<file path="src/rtl/tte_pkg.sv">
`default_nettype none
package tte_pkg;

  localparam logic [1:0] CMD_DRAW   = 2'd0;
  localparam logic [1:0] CMD_SCROLL = 2'd1;
  localparam logic [1:0] CMD_CLEAR  = 2'd2;

  localparam logic [1:0] REG_COLUMNS = 2'd0;
  localparam logic [1:0] REG_ROWS    = 2'd1;
  localparam logic [1:0] REG_WRAP    = 2'd2;

  localparam logic [1:0] MODE_IDLE   = 2'd0;
  localparam logic [1:0] MODE_SEQ    = 2'd1;
  localparam logic [1:0] MODE_DIGITS = 2'd2;

  localparam logic [7:0] COLUMNS_RESET = 8'd80;
  localparam logic [7:0] ROWS_RESET    = 8'd30;
  localparam logic [7:0] WRAP_RESET    = 8'd76;

  localparam logic [7:0] CH_ESC    = 8'h1B;
  localparam logic [7:0] CH_LF     = 8'h0A;
  localparam logic [7:0] CH_CR     = 8'h0D;
  localparam logic [7:0] CH_SPACE  = 8'h20;
  localparam logic [7:0] CH_TILDE  = 8'h7E;
  localparam logic [7:0] CH_ZERO   = 8'h30;
  localparam logic [7:0] CH_NINE   = 8'h39;
  localparam logic [7:0] CH_UPPER_A = 8'h41;
  localparam logic [7:0] CH_UPPER_Z = 8'h5A;
  localparam logic [7:0] CH_LOWER_A = 8'h61;
  localparam logic [7:0] CH_LOWER_Z = 8'h7A;
  localparam logic [7:0] CH_BRACKET = 8'h5B;
  localparam logic [7:0] CH_H      = 8'h48;
  localparam logic [7:0] CH_F      = 8'h66;
  localparam logic [7:0] CH_J      = 8'h4A;

  localparam logic [6:0] GLYPH_MAX = 7'd94;
  localparam int QUEUE_DEPTH = 4;
  localparam int QPTR_W = $clog2(QUEUE_DEPTH);

  typedef struct packed {
    logic [7:0] columns;
    logic [7:0] rows;
    logic [7:0] wrap_column;
  } tte_cfg_t;

  typedef struct packed {
    logic [7:0] cursor_col;
    logic [7:0] cursor_row;
    logic [1:0] parse_mode;
    logic [1:0] seq_position;
    logic       second_is_bracket;
    logic [1:0] param_count;
    logic [7:0] param_accum;
    logic [7:0] first_param;
    logic [7:0] second_param;
  } tte_state_t;

  typedef struct packed {
    logic [1:0] command;
    logic [7:0] column;
    logic [7:0] row;
    logic [6:0] glyph;
    logic       last;
  } tte_res_t;

  // results of one byte, packed from slot 0
  typedef struct packed {
    logic [1:0] count;
    tte_res_t   res0;
    tte_res_t   res1;
  } tte_batch_t;

endpackage
`default_nettype wire

</file>
<file path="src/rtl/tte_step.sv">
`default_nettype none
module tte_step (
  input  var tte_pkg::tte_cfg_t   cfg,
  input  var tte_pkg::tte_state_t st,
  input  wire logic [7:0]         char_byte,
  output tte_pkg::tte_state_t     st_nxt,
  output tte_pkg::tte_batch_t     batch
);

  tte_pkg::tte_state_t s;
  logic                draw;
  logic                clear;
  logic                scroll;
  logic                is_letter;
  logic                is_digit;
  tte_pkg::tte_res_t   first_res;
  tte_pkg::tte_res_t   scroll_res;

  assign is_letter = char_byte inside {[tte_pkg::CH_UPPER_A:tte_pkg::CH_UPPER_Z],
                                       [tte_pkg::CH_LOWER_A:tte_pkg::CH_LOWER_Z]};
  assign is_digit  = char_byte inside {[tte_pkg::CH_ZERO:tte_pkg::CH_NINE]};

  always_comb begin
    s      = st;
    draw   = 1'b0;
    clear  = 1'b0;
    scroll = 1'b0;

    if (st.parse_mode != tte_pkg::MODE_IDLE) begin
      if (st.seq_position == 2'd1) begin
        s.second_is_bracket = (char_byte == tte_pkg::CH_BRACKET);
      end
      s.seq_position = 2'd2;
      if (is_letter) begin
        if (st.parse_mode == tte_pkg::MODE_DIGITS) begin
          if (st.param_count == 2'd1) begin
            s.first_param = st.param_accum;
          end else if (st.param_count == 2'd2) begin
            s.second_param = st.param_accum;
          end
        end
        if (s.second_is_bracket) begin
          if (char_byte == tte_pkg::CH_H || char_byte == tte_pkg::CH_F) begin
            if (st.param_count == 2'd2) begin
              s.cursor_row = s.first_param - 8'd1;
              s.cursor_col = s.second_param - 8'd1;
            end
            if (s.cursor_col >= cfg.columns) begin
              s.cursor_col = cfg.columns - 8'd1;
            end
            if (s.cursor_row >= cfg.rows) begin
              s.cursor_row = cfg.rows - 8'd1;
            end
          end else if (char_byte == tte_pkg::CH_J) begin
            clear = (st.param_count == 2'd1) && (s.first_param == 8'd2);
          end
        end
        s.parse_mode = tte_pkg::MODE_IDLE;
      end else if (st.parse_mode == tte_pkg::MODE_SEQ && is_digit) begin
        if (st.param_count != 2'd3) begin
          s.param_count = st.param_count + 2'd1;
        end
        s.param_accum = {4'h0, char_byte[3:0]};
        s.parse_mode  = tte_pkg::MODE_DIGITS;
      end else if (st.parse_mode == tte_pkg::MODE_DIGITS && is_digit) begin
        // accum * 10 + digit, mod 256
        s.param_accum = {st.param_accum[4:0], 3'b000} + {st.param_accum[6:0], 1'b0}
                        + {4'h0, char_byte[3:0]};
      end else if (st.parse_mode == tte_pkg::MODE_DIGITS) begin
        if (st.param_count == 2'd1) begin
          s.first_param = st.param_accum;
        end else if (st.param_count == 2'd2) begin
          s.second_param = st.param_accum;
        end
        s.parse_mode = tte_pkg::MODE_SEQ;
      end
    end else if (char_byte inside {[tte_pkg::CH_SPACE:tte_pkg::CH_TILDE]}) begin
      draw         = 1'b1;
      s.cursor_col = st.cursor_col + 8'd1;
    end else if (char_byte == tte_pkg::CH_LF || char_byte == tte_pkg::CH_CR) begin
      s.cursor_row = st.cursor_row + 8'd1;
      s.cursor_col = 8'd0;
    end else if (char_byte == tte_pkg::CH_ESC) begin
      s.parse_mode        = tte_pkg::MODE_SEQ;
      s.seq_position      = 2'd1;
      s.second_is_bracket = 1'b0;
      s.param_count       = 2'd0;
    end

    // per-byte wrap, clamp and scroll
    if (s.cursor_col > cfg.wrap_column) begin
      s.cursor_row = s.cursor_row + 8'd1;
      s.cursor_col = 8'd0;
    end
    if (s.cursor_col >= cfg.columns) begin
      s.cursor_col = cfg.columns - 8'd1;
    end
    if (s.cursor_row >= cfg.rows) begin
      scroll       = 1'b1;
      s.cursor_row = cfg.rows - 8'd1;
    end
  end

  assign st_nxt = s;

  always_comb begin
    first_res = '0;
    if (draw) begin
      first_res.command = tte_pkg::CMD_DRAW;
      first_res.column  = st.cursor_col;
      first_res.row     = st.cursor_row;
      first_res.glyph   = 7'(char_byte - tte_pkg::CH_SPACE);
    end else begin
      first_res.command = tte_pkg::CMD_CLEAR;
    end
    scroll_res         = '0;
    scroll_res.command = tte_pkg::CMD_SCROLL;
    scroll_res.last    = 1'b1;

    batch = '0;
    if (draw || clear) begin
      batch.res0      = first_res;
      batch.res0.last = !scroll;
      batch.res1      = scroll_res;
      batch.count     = scroll ? 2'd2 : 2'd1;
    end else begin
      batch.res0  = scroll_res;
      batch.res1  = scroll_res;
      batch.count = scroll ? 2'd1 : 2'd0;
    end
  end

endmodule
`default_nettype wire

</file>
<file path="src/rtl/tte_outq.sv">
`default_nettype none
module tte_outq (
  input  wire logic               clk,
  input  wire logic               rst_n,
  input  wire logic               push,
  input  var tte_pkg::tte_batch_t batch,
  output logic                    full,
  output logic                    out_valid,
  input  wire logic               out_stall,
  output tte_pkg::tte_res_t       out_res
);

  localparam int CNT_W = tte_pkg::QPTR_W + 1;

  tte_pkg::tte_res_t           mem_r [tte_pkg::QUEUE_DEPTH];
  logic [tte_pkg::QPTR_W-1:0]  head_r;
  logic [tte_pkg::QPTR_W-1:0]  tail_r;
  logic [CNT_W-1:0]            count_r;
  logic [CNT_W-1:0]            count_nxt;
  logic [CNT_W-1:0]            push_n;
  logic                        pop;

  // room for a whole batch must be there before a transaction is taken
  assign full      = count_r > CNT_W'(tte_pkg::QUEUE_DEPTH - 2);
  assign out_valid = count_r != '0;
  assign out_res   = mem_r[head_r];
  assign pop       = out_valid && !out_stall;
  assign push_n    = push ? CNT_W'(batch.count) : '0;
  assign count_nxt = count_r + push_n - CNT_W'(pop);

  always_ff @(posedge clk) begin
    if (!rst_n) begin
      head_r  <= '0;
      tail_r  <= '0;
      count_r <= '0;
    end else begin
      count_r <= count_nxt;
      tail_r  <= tail_r + tte_pkg::QPTR_W'(push_n);
      if (pop) begin
        head_r <= head_r + tte_pkg::QPTR_W'(1);
      end
    end
  end

  always_ff @(posedge clk) begin
    if (push && batch.count != 2'd0) begin
      mem_r[tail_r] <= batch.res0;
    end
    if (push && batch.count == 2'd2) begin
      mem_r[tail_r + tte_pkg::QPTR_W'(1)] <= batch.res1;
    end
  end

endmodule
`default_nettype wire

</file>
<file path="src/rtl/text_terminal_escape_engine.sv">
`default_nettype none
// Character-stream terminal engine: one byte in, zero to two display commands out.
// Input channel: in_valid/in_stall with in_char_byte; a byte is taken at a clock
// edge with in_valid high and in_stall low.
// Result channel: out_valid/out_stall with command, column, row, glyph and last;
// last marks the final command of a byte. A draw or a clear comes before a scroll.
// Results of a byte are registered into the result queue when the byte is taken.
// One byte is taken per cycle while in_stall is low; a byte that makes two commands
// takes two queue entries, so the sustained rate is set by the single output port draining
// a four-entry result queue.
// in_stall rises when fewer than two queue entries are free, so a receiver that
// holds out_stall high stops input after at most four pending commands; nothing
// is lost and a stalled result holds its value.
// cfg_we with cfg_index/cfg_data writes columns, rows or wrap column; write
// only while idle.
// Reset (rst_n low, synchronous): cursor at 0,0, parser idle, queue empty,
// 80 columns, 30 rows, wrap after column 76.
module text_terminal_escape_engine (
  input  wire logic       clk,
  input  wire logic       rst_n,
  input  wire logic       in_valid,
  output logic            in_stall,
  input  wire logic [7:0] in_char_byte,
  output logic            out_valid,
  input  wire logic       out_stall,
  output logic [1:0]      out_command,
  output logic [7:0]      out_column,
  output logic [7:0]      out_row,
  output logic [6:0]      out_glyph,
  output logic            out_last,
  input  wire logic       cfg_we,
  input  wire logic [1:0] cfg_index,
  input  wire logic [7:0] cfg_data
);

  tte_pkg::tte_cfg_t   cfg_r;
  tte_pkg::tte_state_t state_r;
  tte_pkg::tte_state_t state_nxt;
  tte_pkg::tte_batch_t batch;
  tte_pkg::tte_res_t   out_res;
  logic                accept;

  assign accept = in_valid && !in_stall;

  always_ff @(posedge clk) begin
    if (!rst_n) begin
      cfg_r.columns     <= tte_pkg::COLUMNS_RESET;
      cfg_r.rows        <= tte_pkg::ROWS_RESET;
      cfg_r.wrap_column <= tte_pkg::WRAP_RESET;
    end else if (cfg_we) begin
      case (cfg_index)
        tte_pkg::REG_COLUMNS: cfg_r.columns     <= cfg_data;
        tte_pkg::REG_ROWS:    cfg_r.rows        <= cfg_data;
        tte_pkg::REG_WRAP:    cfg_r.wrap_column <= cfg_data;
        default: ;
      endcase
    end
  end

  always_ff @(posedge clk) begin
    if (!rst_n) begin
      state_r <= '0;
    end else if (accept) begin
      state_r <= state_nxt;
    end
  end

  tte_step u_step (
    .cfg       (cfg_r),
    .st        (state_r),
    .char_byte (in_char_byte),
    .st_nxt    (state_nxt),
    .batch     (batch)
  );

  tte_outq u_outq (
    .clk       (clk),
    .rst_n     (rst_n),
    .push      (accept),
    .batch     (batch),
    .full      (in_stall),
    .out_valid (out_valid),
    .out_stall (out_stall),
    .out_res   (out_res)
  );

  assign out_command = out_res.command;
  assign out_column  = out_res.column;
  assign out_row     = out_res.row;
  assign out_glyph   = out_res.glyph;
  assign out_last    = out_res.last;

`ifndef NO_ASSERTIONS
  a_glyph_range: assert property (@(posedge clk) disable iff (!rst_n)
    out_valid |-> out_glyph <= tte_pkg::GLYPH_MAX)
    else $error("glyph index out of font range");

  a_non_draw_zero: assert property (@(posedge clk) disable iff (!rst_n)
    (out_valid && out_command != tte_pkg::CMD_DRAW)
      |-> (out_column == 8'd0 && out_row == 8'd0 && out_glyph == 7'd0))
    else $error("non-draw command carries position or glyph");

  a_scroll_last: assert property (@(posedge clk) disable iff (!rst_n)
    (out_valid && out_command == tte_pkg::CMD_SCROLL) |-> out_last)
    else $error("scroll is not the final command of its byte");

  a_cmd_legal: assert property (@(posedge clk) disable iff (!rst_n)
    out_valid |-> (out_command == tte_pkg::CMD_DRAW || out_command == tte_pkg::CMD_SCROLL
                   || out_command == tte_pkg::CMD_CLEAR))
    else $error("illegal command code");
`endif

endmodule
`default_nettype wire

</file>
<file path="config.mk">
export PLATFORM = sky130hd
export DESIGN_NAME = text_terminal_escape_engine
export DESIGN_NICKNAME = d
export VERILOG_FILES = /design/src/rtl/tte_pkg.sv /design/src/rtl/tte_step.sv /design/src/rtl/tte_outq.sv /design/src/rtl/text_terminal_escape_engine.sv
export SDC_FILE = /design/constraint.sdc
export NUM_CORES = 1
export LEC_CHECK = 0
export ABC_AREA = 1
export BUFFER_PORTS_ARGS = -buffer_cell sky130_fd_sc_hd__buf_2
export CELL_PAD_IN_SITES_DETAIL_PLACEMENT = 0
export CELL_PAD_IN_SITES_GLOBAL_PLACEMENT = 2
export CORE_MARGIN = 2
export CORE_UTILIZATION = 37
export DETAILED_ROUTE_END_ITERATION = 16
export PLACE_DENSITY = 0.79
export SETUP_SLACK_MARGIN = 0.02
export SYNTH_ARGS = -nofsm -noshare
export SYNTH_HDL_FRONTEND = slang
export SYNTH_HIERARCHICAL = 1
export SYNTH_SLANG_ARGS = --single-unit
</file>
<file path="constraint.sdc">
create_clock -name clk -period 10.6 [get_ports clk]
set_input_delay 2.12 -clock clk [delete_from_list [all_inputs] [get_ports clk]]
set_output_delay 2.12 -clock clk [all_outputs]
set_load 0.02 [all_outputs]
</file>
==> results by group, run 1 <==
Status
  • Status: finished clean

CTS
  • Hold Buf Count CTS: 0
  • CTS tree: done
  • CTS Buf Count: 17
  • Setup bufs post-CTS: 0
  • Post-cts sizing count: 0
  • CTS Sinks: around 180
  • Clock root buffer: clkbuf_16
  • Clk_lat worst skew: ~0.46 ns
  • Clk slew on worst S/H paths: roughly 0.08 ns
  • H-Tree Depth: 4
  • Clock buffer depth: 2

Timing
  • Clock Skew: 0.0151 ns
  • Setup TNS: 0 ns
  • Final Hold Fails: 0
  • RSZ-0062 raised after global routing: no
  • Max-slew violations: 0
  • Tmin final: between 8 and 9 ns
  • Final setup viols: 0
  • Fmax: between 0.1 and 0.15 GHz
  • Slew @ Worst Pin: between 0.8 and 0.9 ns
  • Rel. slew slack: slightly above 40%
  • Hold_ws: roughly 0.47 ns
  • Worst setup margin: between 1.5 and 2 ns
  • Period utilisation layout: between 80% and 90%

Critical path
  • Worst Path Arrival: between 9 and 10 ns
  • Reg2Reg Depth: 48
  • Crit start category: register
  • Worst Setup SP: state_r[25]
  • Critical Path RT: 10.96 ns
  • Crit path capture type: register
  • Cell family with most CP delay: simple AND/OR/NAND/NOR gates
  • Reg2Reg Setup Slack: 1.75 ns
  • Levels on crit path: 48
  • Critical path class: reg2reg
  • Worst r2r dst: u_outq/count_r[2]
  • CP Buf/Inv Count: 7
  • Crit-path max FO: 20
  • CP max-delay cell: ha_1
  • Critical path endpoint: u_outq/count_r[2]
  • Largest stage delay, worst path: ~0.45 ns
  • Most used cell, CP: nand2_1
  • R2R Path Start: state_r[25]

Layout
  • Fillcell total: ~3700
  • Fin cells: between 2000 and 2500
  • Final core utilization: between 40% and 50%
  • Reg area: 0.00472 mm^2
  • Final Cell Area: 0.0139 mm^2
  • Multi-input logic area: roughly 0.0069 mm^2
  • Final layout net count: 1897
  • # diodes: 0
  • Layout area overhead: 6.99%
  • Layout cell share with drive strength beyond 1: a little over a tenth

Routing
  • Per-cell routed wire length: around 16 um
  • DRC errors left: 0
  • 1st-pass router iterations: 5
  • Routed vias/inst: between 4 and 5
  • Routed Antenna Nets: 0
  • DR iter-0 viols: just over 600
  • Via count: 11100
  • WL final: 36100 um

Placed design
  • Port Buffers: 50
  • DP Wirelength: 25600 um
  • Placed insts: ~2200
  • Post-DP Area: about 0.013 mm^2
  • Placer's final routability congestion estimate: 0.864
  • Worst slack, placed: between 1.5 and 2 ns

Power
  • PwrDens: approximately 230 mW/mm^2
  • Peak supply drop: approximately 140 uV
  • Net Switching: between 1 and 1.5 mW
  • Int Power: approximately 1.7 mW
  • Overall Power: ~3.1 mW
  • Sw frac: a little under half
  • Comb power frac: a little under half
  • Static Leakage: 6.12 nW
  • Seq pwr share: 32.5%
  • Clock network fraction of design power: 21.0%

Die
  • Num rows: just under 70
  • Io pins: slightly above 50
  • Area of the die: ~0.037 mm^2
  • Initial core utilization: a little under two fifths
  • Chip Width: ~190 um
  • Core Area: roughly 0.035 mm^2
  • Die H: about 190 um

Synth
  • Synth Flop Type: edfxtp_1
  • Avg Cell Area, Syn: 7.23 um^2
  • Synthesis-stage register bit count: 184
  • Yosys top cell by area: edfxtp_1
  • Post-Syn Area: between 0.01 and 0.015 mm^2
  • Syn Inst Count: approximately 1800
  • Post-synth top area share: 24.0%
  • Synth async-reset ratio: 0%
  • Sequential share of the synthesized area: 36.3%
  • Post-synth EDFFs: 104
  • Synth cell types: a little over 50
  • Syn. warnings: 6
  • Area contributors post-synth: edfxtp_1 24%, dfxtp_1 12%, nand2_1 11%, nor2_1 7.4%, ha_1 6.3%

Global routing
  • Largest net degree at the start of global routing: 79
  • Vias in the first global route: roughly 10000
  • GRT Util Overall: about a fifth
  • Gr ovfl total: 0
  • Initial antenna violation count: 0
  • First-pass GRT wire length: approximately 58000 um

Run
  • Max_cap viols: 0

Worst hold path
  • HP Class: reg2reg
## sequential cells by signal (all words and copies together), names as in the netlist, named ones only
register and count:
u_outq/tail_r 2, u_outq/count_r 3, u_outq/head_r 2, cfg_r 24
u_outq/mem_r 104, state_r 47
## cells by family (layout without fill, tap and decap cells)
kind of cell	count (synthesis)	after routing	share of synthesized area, %
simple gates	786	786	25.5
compound gates	416	416	17.9
buf+inv	321	312	11.8
flops	184	184	36.3
fa+ha+maj	69	69	6.80
xor+xnor	25	25	1.68
other cells	2	26	0.0576
## how the worst min path moves through the flow
stage | end | depth (start not counted) | from
floorplan | cfg_r[2] | 2 | cfg_r[2]
CTS | cfg_r[3] | 2 | cfg_r[3]
finish | cfg_r[3] | 2 | cfg_r[3]
detailed placement | cfg_r[3] | 2 | cfg_r[3]
global placement | cfg_r[3] | 2 | cfg_r[3]
global route | cfg_r[3] | 2 | cfg_r[3]
## power by group through the flow
| stage | Clock, mW | Combinational [mW] | Sequential (mW) |
|---|---|---|---|
| CTS | 0.680 | 1.47 | 1.02 |
| global route | 0.703 | 1.67 | 1.04 |
| finish | 0.660 | 1.46 | 1.02 |
| floorplan | 0 | 1.10 | 1.00 |
| global placement | 0 | 1.47 | 1.04 |
| detailed placement | 0 | 1.47 | 1.04 |
## layout by cell type (no fill, tap or decap), types with 4 or more instances in the layout
cell,n
nand2_1,375
nor2_1,256
inv_1,203
o21ai_0,144
o21ai_1,106
edfxtp_1,104
dfxtp_1,80
a21oi_1,73
ha_1,66
nand3_1,65
buf_2,50
o21ai_2,37
o22ai_1,32
conb_1,26
nand4_1,20
xor2_1,19
clkbuf_16,17
nand2_2,15
buf_4,13
inv_2,12
nor2_2,11
nor3_1,10
nand2_4,7
or2_2,6
xnor2_1,6
o211ai_1,5
nand3_2,4
inv_6,4
clkinv_4,4
## final cells by class
type	count	area share, %
timing repair buffer	63	2.49
multi-input combinational	1322	49.3
clock inverter	15	1.31
inverter	217	5.84
sequential	184	33.9
tap	455	4.08
clock buffer	17	3.05
## worst reg2reg max path: cells and delay by family, from the launching register on
family,cells,cell delay (ns)
adders and majority gates,8,2.37
buffers and inverters,7,1.08
AOI/OAI and AO/OA,10,1.65
xor gates and xnor gates,2,0.40
and+or+nand+nor,21,2.92
DFF,1,0.36
## synth_stat cells, drive strengths merged, types with 3 or more instances
| master | n |
|---|---|
| a21oi | 76 |
| a31oi | 3 |
| and2 | 3 |
| buf | 67 |
| clkbuf | 37 |
| dfxtp | 80 |
| edfxtp | 104 |
| fa | 3 |
| ha | 66 |
| inv | 215 |
| nand2 | 397 |
| nand3 | 69 |
| nand3b | 3 |
| nand4 | 20 |
| nor2 | 271 |
| nor3 | 11 |
| nor4 | 3 |
| o211ai | 5 |
| o21a | 3 |
| o21ai | 289 |
| o22ai | 33 |
| o31ai | 3 |
| or2 | 7 |
| xnor2 | 6 |
| xor2 | 19 |
## metal layers
metal  global-route usage [%]  share of wire [%]
met5                        0                  0
met4                     5.27                1.3
met3                     2.34                2.2
met2                     34.0                 47
met1                     27.9                 50
Note: power is estimated with default switching activity, not from simulation.
==> inputs of run 2 (changes only) <==
ABC_AREA = 0   (was 1)
CORE_UTILIZATION = 42   (was 37)
clock period = 9 ns   (was 10.6 ns; I/O delays follow)
==> run 2 against run 1 <==
Against the previous run:
- clock power increased by 19%
- first-iteration DRC count decreased by 7.0%
- combinational power decreased by 75%
- via count decreased by 17%
- cell count decreased by 26%
- non-clock buffer count increased by 15
==> results by group, run 2 <==
Placed design
  • Worst slack, placed: around 0.81 ns
  • Port Buffers: 50
  • Placer's final routability congestion estimate: between 0.8 and 0.9
  • DP Wirelength: between 20000 and 25000 um

Status
  • Status: finished clean

Critical path
  • Reg2Reg Setup Slack: 0.80 ns
  • Most used cell, CP: ha_1
  • CP max-delay cell: ha_1
  • Crit start category: register
  • Reg2Reg Depth: 36
  • Crit path capture type: register
  • Largest stage delay, worst path: about 0.56 ns
  • R2R Path Start: state_r[25]
  • Worst r2r dst: u_outq/count_r[2]
  • Worst Path Arrival: 8.53 ns
  • Crit-path max FO: 11
  • Critical path class: reg2reg
  • Critical Path RT: 9.34 ns

Timing
  • Worst setup margin: roughly 0.8 ns
  • RSZ-0062 raised after global routing: no
  • Final setup viols: 0
  • Final Hold Fails: 0
  • Clock Skew: between 0.01 and 0.015 ns
  • Period utilisation layout: approximately nine tenths
  • Setup TNS: 0 ns
  • Max-slew violations: 0
  • Tmin final: slightly above 8 ns
  • Rel. slew slack: between 30% and 40%
  • Fmax: 0.122 GHz
  • Slew @ Worst Pin: 1.02 ns

Layout
  • Top flop regs: u_outq/mem_r x104, state_r x47, cfg_r x24
  • Layout area overhead: 8.31%
  • Most flops, register: u_outq/mem_r
  • # diodes: 0
  • Commonest non-fill, non-tap cell in the layout: nand2_1
  • Layout cell share with drive strength beyond 1: 24.4%
  • Largest register FFs: 104
  • Multi-input logic area: roughly 0.0074 mm^2
  • Reg area: around 0.0047 mm^2
  • Final layout net count: 1368
  • Most frequent cells in the layout: 151 x nand2_1, 108 x mux2_2, 104 x edfxtp_1
  • Fillcell total: roughly 2900

Synth
  • Post-synth EDFFs: 104
  • Post-synth top area share: between 20% and 30%
  • Synth cell types: 91
  • Synthesis-stage register bit count: between 150 and 200
  • Top post-synthesis cells by count: 151 x nand2_1, 108 x mux2_2, 104 x edfxtp_1
  • Yosys top cell by area: edfxtp_1
  • Sequential share of the synthesized area: 36.9%
  • Post-Syn Area: between 0.01 and 0.015 mm^2
  • Most common cell in the netlist: nand2_1
  • Area contributors post-synth: edfxtp_1 24%, dfxtp_1 13%, mux2_2 9.5%, ha_1 6.4%, mux4_2 4.6%
  • Syn Inst Count: 1251
  • Syn. warnings: 6
  • Synth Flop Type: edfxtp_1
  • Synth async-reset ratio: 0%
  • Avg Cell Area, Syn: between 10 and 15 um^2

CTS
  • Clk_lat worst skew: between 0.4 and 0.5 ns
  • CTS Sinks: 184
  • Clock buffer depth: 2
  • CTS tree: done
  • Hold Buf Count CTS: 0
  • Clk slew on worst S/H paths: approximately 0.080 ns
  • Clock root buffer: clkbuf_16
  • Setup bufs post-CTS: 0
  • H-Tree Depth: 4
  • Post-cts sizing count: 0
  • CTS Buf Count: 17

Die
  • Num rows: 63
  • Die H: 179 um
  • Initial core utilization: a little over two fifths
  • Area of the die: approximately 0.032 mm^2
  • Core Area: about 0.030 mm^2
  • Chip Width: between 150 and 200 um
  • Io pins: 51

Routing
  • 1st-pass router iterations: 5
  • DR iter-0 viols: ~570
  • Routed vias/inst: between 5 and 6
  • WL final: between 30000 and 40000 um
  • Routed Antenna Nets: 0
  • DRC errors left: 0
  • Via count: about 9200
  • Per-cell routed wire length: slightly below 20 um

Power
  • PwrDens: 152 mW/mm^2
  • Peak supply drop: approximately 110 uV
  • Static Leakage: ~5.4 nW

Global routing
  • Initial antenna violation count: 0
  • GRT Util Overall: 21.7%
  • Vias in the first global route: slightly above 9000
  • Gr ovfl total: 0
  • Largest net degree at the start of global routing: 89
  • First-pass GRT wire length: between 50000 and 60000 um

Worst hold path
  • Hold Path End: u_outq/head_r[1]
  • Worst Hold Depth: 2
  • Min-Delay Startpoint: u_outq/head_r[1]
  • HP Class: reg2reg

Run
  • Max_cap viols: 0
-- run 2: kinds of logic (layout without fill, tap and decap cells) --
kind of cell | after synthesis | count (layout) | share of synthesized area (%)
AOI/OAI and AO/OA | 228 | 228 | 12.2
xor gates and xnor gates | 42 | 42 | 2.87
adders and majority gates | 70 | 70 | 7.01
buffers and inverters | 148 | 162 | 6.11
DFF | 184 | 184 | 36.9
muxes | 184 | 184 | 18.8
other | 2 | 26 | 0.0586
and+or+nand+nor | 393 | 393 | 16.0
-- run 2: layout make-up --
type	instances	share of cell area, %
multi-input combinational	943	53.4
sequential	184	34.1
tap	390	3.52
timing repair buffer	78	3.32
clock buffer	18	3.09
inverter	52	1.41
clock inverter	14	1.17
-- run 2: how the worst max path moves through the flow --
stage	from	to	slack [ns]	cells after the start
floorplan	in_char_byte[6]	u_outq/mem_r[3][0]	0.89	28
global placement	in_char_byte[6]	u_outq/count_r[2]	0.86	32
detailed placement	in_char_byte[6]	u_outq/count_r[2]	0.81	32
CTS	state_r[25]	u_outq/count_r[2]	0.86	36
global route	state_r[25]	u_outq/count_r[2]	0.06	36
finish	state_r[25]	u_outq/count_r[2]	0.80	36
-- run 2: critical path: cells and delay by family, from the launching register on --
family	cells	cell delay [ns]
buffers and inverters	2	0.23
AND/OR/NAND/NOR	10	1.71
adder cells (fa/ha/maj)	7	2.26
multiplexers	3	0.91
AO/OA/AOI/OAI	11	2.08
XOR/XNOR	3	0.45
flip-flops	1	0.44
-- run 2: power by group --
part	total, mW	switching (mW)	internal (mW)
clock	0.786	0.407	0.378
combinational	0.370	0.219	0.150
sequential	0.951	0.0393	0.912
total	2.11	0.666	1.44
-- run 2: per-stage QoR --
stage          util (%)  cell area (um^2)  std cells  power [mW]  hold WS [ns]
4_1_cts            46.5             13900       1679        2.13         0.486
6_report           46.5             13900       1679        2.11         0.479
3_5_place_dp       44.6             13300       1647        1.35         0.466
3_3_place_gp       44.6             13300       1647        1.35         0.456
5_1_grt            46.5             13900       1679        2.20         0.512
2_1_floorplan         -             12900       1275        1.24         0.444
-- run 2: metal layers --
layer	share of wire, %	wire, um	track usage, %
met1	47	15600	29.2
met2	48	15800	37.2
met3	3.3	1080	2.26
met4	1.4	469	5.45
met5	0	0	0
